<file path="config.mk">
export PLATFORM = sky130hd
export DESIGN_NAME = deadman_drive_mode_mapper_flat
export DESIGN_NICKNAME = d
export VERILOG_FILES = /design/src/hw/rtl/ddmm_pkg.sv /design/src/hw/rtl/ddmm_in_if.sv /design/src/hw/rtl/ddmm_out_if.sv /design/src/hw/rtl/ddmm_cfg_regs.sv /design/src/hw/rtl/ddmm_scale.sv /design/src/hw/rtl/deadman_drive_mode_mapper.sv /design/src/flat_wrapper.sv
export SDC_FILE = /design/constraint.sdc
export NUM_CORES = 1
export LEC_CHECK = 0
export ABC_AREA = 0
export BUFFER_PORTS_ARGS = -buffer_cell sky130_fd_sc_hd__buf_2
export CAP_MARGIN = 40
export CORE_UTILIZATION = 68
export CTS_CLUSTER_SIZE = 16
export DETAILED_ROUTE_END_ITERATION = 10
export PLACE_DENSITY = 0.93
export SLEW_MARGIN = 40
export SYNTH_ARGS = -nofsm -noshare
export SYNTH_HDL_FRONTEND = slang
export SYNTH_HIERARCHICAL = 1
export SYNTH_SLANG_ARGS = --single-unit
</file>
<file path="constraint.sdc">
create_clock -name i_clk -period 22.7 [get_ports i_clk]
set_input_delay 4.54 -clock i_clk [delete_from_list [all_inputs] [get_ports i_clk]]
set_output_delay 4.54 -clock i_clk [all_outputs]
set_load 0.05 [all_outputs]
</file>
<file path="src/hw/rtl/ddmm_pkg.sv">
// ----------------------------------------------------------------------------
// ddmm_pkg: shared definitions of the deadman drive mode mapper
// Widths, event and register codes, reset values, the mode type and the
// command saturation used by the mapper modules.
// ----------------------------------------------------------------------------
package ddmm_pkg;

    // field widths
    localparam int KIND_W     = 2;
    localparam int NUM_W      = 8;
    localparam int VALUE_W    = 16;
    localparam int MODE_W     = 2;
    localparam int GAIN_W     = 10;
    localparam int LEVEL_W    = 16;
    localparam int CMD_W      = 11;
    localparam int WIDE_W     = 13;
    localparam int CFG_IDX_W  = 3;
    localparam int CFG_DATA_W = 16;

    // command limit in both directions
    localparam int CMD_LIMIT = 1023;

    // configuration register indexes
    localparam logic [CFG_IDX_W-1:0] CFG_MAX_THROTTLE = 3'd0;
    localparam logic [CFG_IDX_W-1:0] CFG_MAX_BRAKE    = 3'd1;
    localparam logic [CFG_IDX_W-1:0] CFG_MAX_STEER    = 3'd2;
    localparam logic [CFG_IDX_W-1:0] CFG_ON_LEVEL     = 3'd3;
    localparam logic [CFG_IDX_W-1:0] CFG_OFF_LEVEL    = 3'd4;

    // configuration reset values
    localparam logic [GAIN_W-1:0]         RST_MAX_THROTTLE = 10'd30;
    localparam logic [GAIN_W-1:0]         RST_MAX_BRAKE    = 10'd20;
    localparam logic [GAIN_W-1:0]         RST_MAX_STEER    = 10'd470;
    localparam logic signed [LEVEL_W-1:0] RST_ON_LEVEL     = -16'sd25000;
    localparam logic signed [LEVEL_W-1:0] RST_OFF_LEVEL    = -16'sd5000;

    // event kinds
    localparam logic [KIND_W-1:0] KIND_BUTTON = 2'd0;
    localparam logic [KIND_W-1:0] KIND_AXIS   = 2'd1;

    // axis and button numbers
    localparam logic [NUM_W-1:0] NUM_WHEEL     = 8'd0;
    localparam logic [NUM_W-1:0] NUM_CLUTCH    = 8'd1;
    localparam logic [NUM_W-1:0] NUM_THROTTLE  = 8'd2;
    localparam logic [NUM_W-1:0] NUM_BRAKE     = 8'd3;
    localparam logic [NUM_W-1:0] BTN_REARM_A   = 8'd22;
    localparam logic [NUM_W-1:0] BTN_REARM_B   = 8'd23;

    // drive mode
    typedef enum logic [MODE_W-1:0] {
        MODE_ESTOP = 2'd0,
        MODE_OFF   = 2'd1,
        MODE_ON    = 2'd2
    } t_mode;

    // configuration register set
    typedef struct packed {
        logic [GAIN_W-1:0]         max_throttle;
        logic [GAIN_W-1:0]         max_brake;
        logic [GAIN_W-1:0]         max_steer;
        logic signed [LEVEL_W-1:0] on_level;
        logic signed [LEVEL_W-1:0] off_level;
    } t_cfg;

    // clamp a wide command to the command range
    function automatic logic signed [CMD_W-1:0] sat_cmd(input logic signed [WIDE_W-1:0] x);
        logic signed [WIDE_W-1:0] lim_hi;
        logic signed [WIDE_W-1:0] lim_lo;
        lim_hi = WIDE_W'(CMD_LIMIT);
        lim_lo = WIDE_W'(-CMD_LIMIT);
        if (x > lim_hi) begin
            return CMD_W'(CMD_LIMIT);
        end else if (x < lim_lo) begin
            return CMD_W'(-CMD_LIMIT);
        end else begin
            return CMD_W'(x);
        end
    endfunction

endpackage

</file>
<file path="src/hw/rtl/ddmm_in_if.sv">
// ----------------------------------------------------------------------------
// ddmm_in_if: controller event channel
// Valid/ready channel carrying one controller event per beat.
// ----------------------------------------------------------------------------
interface ddmm_in_if;
    logic                                valid;
    logic                                ready;
    logic [ddmm_pkg::KIND_W-1:0]         event_kind;
    logic [ddmm_pkg::NUM_W-1:0]          event_number;
    logic signed [ddmm_pkg::VALUE_W-1:0] event_value;

    modport source (output valid, event_kind, event_number, event_value, input ready);
    modport sink   (input valid, event_kind, event_number, event_value, output ready);
endinterface

</file>
<file path="src/hw/rtl/ddmm_out_if.sv">
// ----------------------------------------------------------------------------
// ddmm_out_if: drive command channel
// Valid/ready channel carrying mode, throttle and steer per beat.
// ----------------------------------------------------------------------------
interface ddmm_out_if;
    logic                              valid;
    logic                              ready;
    logic [ddmm_pkg::MODE_W-1:0]       drive_mode;
    logic signed [ddmm_pkg::CMD_W-1:0] throttle_cmd;
    logic signed [ddmm_pkg::CMD_W-1:0] steer_cmd;

    modport source (output valid, drive_mode, throttle_cmd, steer_cmd, input ready);
    modport sink   (input valid, drive_mode, throttle_cmd, steer_cmd, output ready);
endinterface

</file>
<file path="src/hw/rtl/ddmm_cfg_regs.sv">
// ----------------------------------------------------------------------------
// ddmm_cfg_regs: configuration registers
// Holds gains and clutch thresholds, written through a plain write port.
// ----------------------------------------------------------------------------
module ddmm_cfg_regs (
    input  logic                                 i_clk,
    input  logic                                 i_rst_n,
    input  logic                                 i_cfg_we,
    input  logic [ddmm_pkg::CFG_IDX_W-1:0]       i_cfg_idx,
    input  logic [ddmm_pkg::CFG_DATA_W-1:0]      i_cfg_data,
    output ddmm_pkg::t_cfg                       o_cfg
);

    ddmm_pkg::t_cfg r_cfg;

    // register file, unknown indexes are dropped
    always_ff @(posedge i_clk) begin
        if (!i_rst_n) begin
            r_cfg.max_throttle <= ddmm_pkg::RST_MAX_THROTTLE;
            r_cfg.max_brake    <= ddmm_pkg::RST_MAX_BRAKE;
            r_cfg.max_steer    <= ddmm_pkg::RST_MAX_STEER;
            r_cfg.on_level     <= ddmm_pkg::RST_ON_LEVEL;
            r_cfg.off_level    <= ddmm_pkg::RST_OFF_LEVEL;
        end else if (i_cfg_we) begin
            unique case (i_cfg_idx)
                ddmm_pkg::CFG_MAX_THROTTLE:
                    r_cfg.max_throttle <= i_cfg_data[ddmm_pkg::GAIN_W-1:0];
                ddmm_pkg::CFG_MAX_BRAKE:
                    r_cfg.max_brake <= i_cfg_data[ddmm_pkg::GAIN_W-1:0];
                ddmm_pkg::CFG_MAX_STEER:
                    r_cfg.max_steer <= i_cfg_data[ddmm_pkg::GAIN_W-1:0];
                ddmm_pkg::CFG_ON_LEVEL:
                    r_cfg.on_level <= $signed(i_cfg_data[ddmm_pkg::LEVEL_W-1:0]);
                ddmm_pkg::CFG_OFF_LEVEL:
                    r_cfg.off_level <= $signed(i_cfg_data[ddmm_pkg::LEVEL_W-1:0]);
                default: begin
                end
            endcase
        end
    end

    assign o_cfg = r_cfg;

endmodule

</file>
<file path="src/hw/rtl/ddmm_scale.sv">
// ----------------------------------------------------------------------------
// ddmm_scale: pedal and wheel scaling
// Exact integer pedal term floor((65535-2v)*full/131070) and wheel term
// v*full/32767 truncated toward zero, dividers done as shift plus one fixup.
// ----------------------------------------------------------------------------
module ddmm_scale (
    input  logic signed [ddmm_pkg::VALUE_W-1:0] i_value,
    input  logic [ddmm_pkg::GAIN_W-1:0]         i_pedal_full,
    input  logic [ddmm_pkg::GAIN_W-1:0]         i_steer_full,
    output logic [ddmm_pkg::CMD_W-1:0]          o_pedal,
    output logic signed [ddmm_pkg::WIDE_W-1:0]  o_steer
);

    localparam int SPAN_W  = 17;
    localparam int PROD_W  = SPAN_W + ddmm_pkg::GAIN_W;
    localparam int HALF_W  = PROD_W - 1;
    localparam int PQ_W    = HALF_W - 16;
    localparam int SPROD_W = ddmm_pkg::VALUE_W + ddmm_pkg::GAIN_W + 1;
    localparam int SMAG_W  = SPROD_W - 1;
    localparam int SQ_W    = SMAG_W - 15;

    logic signed [SPAN_W:0]   span_s;
    logic [SPAN_W-1:0]        span;
    logic [PROD_W-1:0]        pedal_prod;
    logic [HALF_W-1:0]        pedal_half;
    logic [PQ_W-1:0]          pedal_q0;
    logic [16:0]              pedal_rem;

    logic signed [SPROD_W-1:0] steer_prod;
    logic [SMAG_W-1:0]         steer_mag;
    logic [SQ_W-1:0]           steer_q0;
    logic [15:0]               steer_rem;
    logic [SQ_W:0]             steer_q;

    // pedal: span is 65535 - 2v, always 1..131071
    assign span_s     = (SPAN_W+1)'(65535) - ((SPAN_W+1)'(i_value) <<< 1);
    assign span       = span_s[SPAN_W-1:0];
    assign pedal_prod = PROD_W'(span) * PROD_W'(i_pedal_full);

    // divide by 2 then by 65535: quotient estimate plus one correction step
    assign pedal_half = pedal_prod[PROD_W-1:1];
    assign pedal_q0   = pedal_half[HALF_W-1:16];
    assign pedal_rem  = 17'(pedal_half[15:0]) + 17'(pedal_q0);
    assign o_pedal    = ddmm_pkg::CMD_W'(pedal_q0)
                      + ddmm_pkg::CMD_W'(pedal_rem >= 17'd65535);

    // wheel: signed product, divide magnitude by 32767 the same way
    assign steer_prod = SPROD_W'(i_value) * $signed({1'b0, i_steer_full});
    assign steer_mag  = steer_prod[SPROD_W-1] ? SMAG_W'(-steer_prod) : SMAG_W'(steer_prod);
    assign steer_q0   = steer_mag[SMAG_W-1:15];
    assign steer_rem  = 16'(steer_mag[14:0]) + 16'(steer_q0);
    assign steer_q    = (SQ_W+1)'(steer_q0) + (SQ_W+1)'(steer_rem >= 16'd32767);

    // restore the sign, truncation toward zero
    assign o_steer = steer_prod[SPROD_W-1] ? -$signed(ddmm_pkg::WIDE_W'(steer_q))
                                           :  $signed(ddmm_pkg::WIDE_W'(steer_q));

endmodule

</file>
<file path="src/hw/rtl/deadman_drive_mode_mapper.sv">
// ----------------------------------------------------------------------------
// deadman_drive_mode_mapper: controller events to drive mode and commands
// Tracks estop/off/on from the clutch axis and rearm buttons, and scales
// the throttle, brake and wheel axes into saturated drive commands.
// ----------------------------------------------------------------------------
// Usage:
//   i_evt carries one controller event per beat (kind, number, value);
//   o_cmd returns exactly one beat per event: mode, throttle and steer
//   after that event. Gains and clutch thresholds are set through the
//   i_cfg_* write port while no event is in flight.
//   An event is captured in an input register, evaluated against the mode
//   and command registers, and its result is registered back into them and
//   shown on o_cmd. One event per cycle is sustained while o_cmd is ready;
//   the limit is a multiply plus constant divide between the input and
//   result registers.
//   Reset puts the block in mode off with zero commands, loads the default
//   gains and thresholds, and empties both stages.
//   When o_cmd is stalled the result holds; one more event may be taken
//   into the input register, after which i_evt.ready drops until the
//   result beat is taken.
// ----------------------------------------------------------------------------
module deadman_drive_mode_mapper (
    input  logic                             i_clk,
    input  logic                             i_rst_n,
    ddmm_in_if.sink                          i_evt,
    ddmm_out_if.source                       o_cmd,
    input  logic                             i_cfg_we,
    input  logic [ddmm_pkg::CFG_IDX_W-1:0]   i_cfg_idx,
    input  logic [ddmm_pkg::CFG_DATA_W-1:0]  i_cfg_data
);

    ddmm_pkg::t_cfg cfg;

    logic                                r_in_vld;
    logic [ddmm_pkg::KIND_W-1:0]         r_kind;
    logic [ddmm_pkg::NUM_W-1:0]          r_num;
    logic signed [ddmm_pkg::VALUE_W-1:0] r_value;

    logic                                r_out_vld;
    ddmm_pkg::t_mode                     r_mode;
    logic signed [ddmm_pkg::CMD_W-1:0]   r_thr;
    logic signed [ddmm_pkg::CMD_W-1:0]   r_str;

    ddmm_pkg::t_mode                     n_mode;
    logic signed [ddmm_pkg::CMD_W-1:0]   n_thr;
    logic signed [ddmm_pkg::CMD_W-1:0]   n_str;

    logic                                out_free;
    logic                                adv;
    logic                                is_axis;
    logic                                is_button;
    logic                                is_rearm;
    logic [ddmm_pkg::GAIN_W-1:0]         pedal_full;
    logic [ddmm_pkg::CMD_W-1:0]          pedal;
    logic signed [ddmm_pkg::WIDE_W-1:0]  pedal_s;
    logic signed [ddmm_pkg::WIDE_W-1:0]  steer;

    // configuration registers
    ddmm_cfg_regs u_cfg (
        .i_clk      (i_clk),
        .i_rst_n    (i_rst_n),
        .i_cfg_we   (i_cfg_we),
        .i_cfg_idx  (i_cfg_idx),
        .i_cfg_data (i_cfg_data),
        .o_cfg      (cfg)
    );

    // handshake: result slot frees when empty or taken this cycle
    assign out_free    = !r_out_vld || o_cmd.ready;
    assign adv         = r_in_vld && out_free;
    assign i_evt.ready = !r_in_vld || out_free;

    // input register
    always_ff @(posedge i_clk) begin
        if (!i_rst_n) begin
            r_in_vld <= 1'b0;
        end else if (i_evt.ready) begin
            r_in_vld <= i_evt.valid;
        end
    end

    always_ff @(posedge i_clk) begin
        if (i_evt.valid && i_evt.ready) begin
            r_kind  <= i_evt.event_kind;
            r_num   <= i_evt.event_number;
            r_value <= i_evt.event_value;
        end
    end

    // event decode
    assign is_axis   = (r_kind == ddmm_pkg::KIND_AXIS);
    assign is_button = (r_kind == ddmm_pkg::KIND_BUTTON);
    assign is_rearm  = is_button && ((r_num == ddmm_pkg::BTN_REARM_A) ||
                                     (r_num == ddmm_pkg::BTN_REARM_B));

    // pedal and wheel scaling
    assign pedal_full = (r_num == ddmm_pkg::NUM_BRAKE) ? cfg.max_brake : cfg.max_throttle;

    ddmm_scale u_scale (
        .i_value      (r_value),
        .i_pedal_full (pedal_full),
        .i_steer_full (cfg.max_steer),
        .o_pedal      (pedal),
        .o_steer      (steer)
    );

    assign pedal_s = $signed(ddmm_pkg::WIDE_W'(pedal));

    // mode and command update
    always_comb begin
        n_mode = r_mode;
        n_thr  = r_thr;
        n_str  = r_str;
        unique case (r_mode)
            ddmm_pkg::MODE_ON: begin
                if (is_axis) begin
                    unique case (r_num)
                        ddmm_pkg::NUM_CLUTCH: begin
                            if (r_value > cfg.off_level) begin
                                n_mode = ddmm_pkg::MODE_ESTOP;
                            end
                        end
                        ddmm_pkg::NUM_THROTTLE: n_thr = ddmm_pkg::sat_cmd(pedal_s);
                        ddmm_pkg::NUM_BRAKE:    n_thr = ddmm_pkg::sat_cmd(-pedal_s);
                        ddmm_pkg::NUM_WHEEL:    n_str = ddmm_pkg::sat_cmd(steer);
                        default: begin
                        end
                    endcase
                end
            end
            ddmm_pkg::MODE_ESTOP, ddmm_pkg::MODE_OFF: begin
                // estop rearm first, anything else falls to the off rules
                priority if ((r_mode == ddmm_pkg::MODE_ESTOP) && is_rearm) begin
                    n_mode = ddmm_pkg::MODE_OFF;
                end else if (is_axis && (r_num == ddmm_pkg::NUM_CLUTCH) &&
                             (r_value < cfg.on_level)) begin
                    n_mode = ddmm_pkg::MODE_ON;
                end else begin
                    n_mode = r_mode;
                end
            end
            default: begin
            end
        endcase
    end

    // state doubles as the result register, it only moves when the slot frees
    always_ff @(posedge i_clk) begin
        if (!i_rst_n) begin
            r_out_vld <= 1'b0;
            r_mode    <= ddmm_pkg::MODE_OFF;
            r_thr     <= '0;
            r_str     <= '0;
        end else begin
            if (adv) begin
                r_out_vld <= 1'b1;
                r_mode    <= n_mode;
                r_thr     <= n_thr;
                r_str     <= n_str;
            end else if (o_cmd.ready) begin
                r_out_vld <= 1'b0;
            end
        end
    end

    // result beat
    assign o_cmd.valid        = r_out_vld;
    assign o_cmd.drive_mode   = r_mode;
    assign o_cmd.throttle_cmd = r_thr;
    assign o_cmd.steer_cmd    = r_str;

endmodule

</file>
<file path="src/flat_wrapper.sv">
// flat-port wrapper written by rule: the top's interface ports become plain ports
module deadman_drive_mode_mapper_flat 
  (i_clk, i_rst_n, i_cfg_we, i_cfg_idx, i_cfg_data, i_evt_valid, i_evt_event_kind, i_evt_event_number, i_evt_event_value, i_evt_ready, o_cmd_valid, o_cmd_drive_mode, o_cmd_throttle_cmd, o_cmd_steer_cmd, o_cmd_ready);
  ddmm_in_if i_evt_i ();
  ddmm_out_if o_cmd_i ();
  input  logic i_clk;
  input  logic i_rst_n;
  input  logic i_cfg_we;
  input  logic [ddmm_pkg::CFG_IDX_W-1:0] i_cfg_idx;
  input  logic [ddmm_pkg::CFG_DATA_W-1:0] i_cfg_data;
  input wire logic [$bits(i_evt_i.valid)-1:0] i_evt_valid;
  input wire logic [$bits(i_evt_i.event_kind)-1:0] i_evt_event_kind;
  input wire logic [$bits(i_evt_i.event_number)-1:0] i_evt_event_number;
  input wire logic [$bits(i_evt_i.event_value)-1:0] i_evt_event_value;
  output wire logic [$bits(i_evt_i.ready)-1:0] i_evt_ready;
  output wire logic [$bits(o_cmd_i.valid)-1:0] o_cmd_valid;
  output wire logic [$bits(o_cmd_i.drive_mode)-1:0] o_cmd_drive_mode;
  output wire logic [$bits(o_cmd_i.throttle_cmd)-1:0] o_cmd_throttle_cmd;
  output wire logic [$bits(o_cmd_i.steer_cmd)-1:0] o_cmd_steer_cmd;
  input wire logic [$bits(o_cmd_i.ready)-1:0] o_cmd_ready;
  assign i_evt_i.valid = i_evt_valid;
  assign i_evt_i.event_kind = i_evt_event_kind;
  assign i_evt_i.event_number = i_evt_event_number;
  assign i_evt_i.event_value = i_evt_event_value;
  assign i_evt_ready = i_evt_i.ready;
  assign o_cmd_valid = o_cmd_i.valid;
  assign o_cmd_drive_mode = o_cmd_i.drive_mode;
  assign o_cmd_throttle_cmd = o_cmd_i.throttle_cmd;
  assign o_cmd_steer_cmd = o_cmd_i.steer_cmd;
  assign o_cmd_i.ready = o_cmd_ready;
  deadman_drive_mode_mapper u_core (.i_clk(i_clk), .i_rst_n(i_rst_n), .i_evt(i_evt_i), .o_cmd(o_cmd_i), .i_cfg_we(i_cfg_we), .i_cfg_idx(i_cfg_idx), .i_cfg_data(i_cfg_data));
endmodule
</file>
==> qor.csv <==
stage;metric;value;unit
route;remaining routing DRC violations;0;
floorplan;width of the die;177;um
timing;final setup fails;0;
yosys;top post-synthesis cells by area;fa_1 (26%), ha_1 (11%), dfxtp_1 (8.5%), inv_1 (6.2%), nand2_1 (4.4%);
global_routing;gr usage total;37.6;%
timing;Final Slew Violations;0;
yosys;Yosys cell types;105;
finish;layout cell share with drive strength beyond 1;7.56;%
yosys;Syn Area/Cell;8.61;sq um
finish;area of the multi-input gates;16400;sq um
floorplan;I/O pin count;76;
timing;relative slew slack;38.2;%
worst_setup_path;Crit. End Element;flop;
yosys;most frequent cell after synthesis;inv_1;
route;1st-pass router iterations;6;
timing;fmax;0.0720;GHz
timing;setup tns final;0;ps
yosys;EDFF count, synth;26;
yosys;Net Count, Synth;2904;
hold_path;min-delay worst type;reg -> reg;
finish;Ant. Diodes;0;
worst_setup_path;WP data required;22990;ps
timing;Final period util;61.2;%
floorplan;core area;29800;sq um
global_routing;first-pass GRT wire length;92600;um
placement;Final Wtd Congestion;1.03;
floorplan;DIE HEIGHT;177;um
yosys;cell accounting for the most synthesized area;fa_1;
global_routing;vias in the first global route;18900;
route;Antenna Nets Post-Route;0;
yosys;post-synth top area share;25.6;%
clock_tree;Clock Tree Buf Depth;2;
finish;Fillers;2024;
yosys;#FFs+latches synth;114;
route;routed wire length;56700;um
outcome;status;completed;
clock_tree;worst skew pair latency;440;ps
worst_setup_path;CP max FO;17;
finish;number of nets in the finished design;2917;
timing;final hold viol count;0;
global_routing;Overflow after GRT;0;
placement;detailed placement HPWL;42700;um
clock_tree;root buffer cell;clkbuf_16;
placement;Port Buffers;75;
clock_tree;clk sinks;114;
route;via count;18100;
worst_setup_path;crit path DAT;14190;ps
floorplan;die area;31200;sq um
route;drt wl/cell;20.1;um
yosys;sequential fraction of the synthesis area;12.3;%
clock_tree;clock-pin slew on the worst setup and hold paths;60;ps
clock_tree;TritonCTS Buffers;17;
global_routing;largest net degree at the start of global routing;70;
yosys;FFs w/ async S/R, synth;0;%
clock_tree;CTS tree;yes;
route;Iter 0 DRT Violations;1888;
floorplan;# rows;63;
yosys;Synth Instances;2407;
worst_setup_path;startpoint types;flop;
yosys;Main synth FF type;dfxtp_1;
clock_tree;hold buffer count at cts;0;
timing;actual slew at the worst max-slew pin;927;ps
yosys;Yosys warning total;6;
finish;register area;2540;sq um
global_routing;initial antenna violation count;0;
yosys;Commonest cells post-synth;inv_1 (343), fa_1 (265), nand2_1 (241);
clock_tree;CTS H-tree depth;4;
timing;unrepaired setup endpoints after global routing;no;
timing;minimum clock period;13900;ps
yosys;Post-Syn Area;20700;sq um
timing;Setup Skew;11.9;ps
worst_setup_path;Crit Path Class;reg -> reg;
worst_setup_path;Crit-path slowest cell;nand4_1;
worst_setup_path;Max stage delay on crit path;710;ps
route;routed vias/inst;6.41;
clock_tree;post-CTS sizing;0;
worst_setup_path;crit-path most repeated cell;ha_1;
clock_tree;number of post-CTS setup repair buffers;0;
floorplan;Initial Util;69.5;%
flow_run;max_cap viols;0;
finish;Area growth syn-to-layout;5.69;%
==> metrics by stage <==
stage | setup slack, ps | hold slack [ps] | instances | util, % | area [sq um]
2_1_floorplan | 11010 | 435 | 2407 | - | 20700
3_3_place_gp | 9690 | 443 | 2788 | 71.4 | 21300
3_5_place_dp | 9390 | 449 | 2788 | 71.4 | 21300
4_1_cts | 9260 | 455 | 2820 | 73.3 | 21900
5_1_grt | 8100 | 478 | 2823 | 73.5 | 21900
6_report | 8800 | 455 | 2823 | 73.5 | 21900
==> flip-flops by register name, indices dropped and copies added (netlist names) <==
register	count
u_core/r_kind	2
u_core/o_cmd.drive_mode	2
u_core/r_in_vld	1
u_core/u_cfg/o_cfg	62
u_core/o_cmd.throttle_cmd	11
u_core/r_num	8
u_core/r_value	16
u_core/o_cmd.steer_cmd	11
u_core/o_cmd.valid	1
==> final timing paths <==
kind                        startpoint                      endpoint  slack [ps]  cells after the start
max                    u_core/r_num[3]  u_core/o_cmd.throttle_cmd[8]        8800                     46
min          u_core/o_cmd.steer_cmd[8]     u_core/o_cmd.steer_cmd[8]         460                      2
max reg2reg            u_core/r_num[3]  u_core/o_cmd.throttle_cmd[8]        8800                     46
min reg2reg  u_core/o_cmd.steer_cmd[8]     u_core/o_cmd.steer_cmd[8]         460                      2
==> final cells by class <==
class,instances,share of cell area [%]
timing repair buffer,98,2.55
clock buffer,20,2.04
sequential,114,11.6
clock inverter,12,0.548
inverter,346,5.93
tap,390,2.23
multi-input combinational,1843,75.1
==> kinds of logic (layout without fill, tap and decap cells) <==
kind of cell	after synthesis	after routing	share of synthesized area, %
and+or+nand+nor	859	859	22.5
buffers and inverters	450	476	8.45
adders and majority gates	448	448	36.6
AOI/OAI and AO/OA	370	370	12.7
DFF	114	114	12.3
xor gates and xnor gates	101	101	4.27
muxes	65	65	3.15
==> worst max-delay path: cells and delay by family, from the launching register on <==
family | cells | cell delay [ps]
buffers and inverters | 3 | 190
AND/OR/NAND/NOR | 13 | 4410
adder cells (fa/ha/maj) | 10 | 3870
XOR/XNOR | 3 | 1140
flip-flops | 1 | 420
AO/OA/AOI/OAI | 17 | 3690
==> placed cells by master, fill, tap and decap left out, types with 15 or more instances in the layout <==
cell type / Yosys / final
fa_1: 265 / 265
a21oi_1: 97 / 97
nor4_1: 16 / 16
dfxtp_1: 88 / 88
inv_1: 343 / 343
nor3_1: 43 / 42
xor2_1: 26 / 26
nand3_1: 39 / 39
buf_4: 3 / 20
a21o_1: 34 / 34
nand2b_1: 106 / 106
buf_2: 11 / 75
mux2i_1: 64 / 64
edfxtp_1: 26 / 26
nand2_1: 241 / 241
clkbuf_16: 0 / 17
nand4_1: 26 / 26
and2_1: 103 / 103
xnor2_1: 75 / 74
nor2b_1: 120 / 120
o21a_1: 15 / 15
ha_1: 182 / 182
nor2_1: 77 / 77
a31oi_1: 17 / 17
o21ai_0: 66 / 66
==> layer usage <==
layer | global-route usage, % | wire [um]
met5 | 0 | 0
met4 | 17.3 | 2610
met3 | 7.82 | 5080
met2 | 62.6 | 26800
met1 | 46.7 | 22200
Power is not shown: default switching activity piles up to over one toggle a cycle in this logic, so the estimate is an artifact.
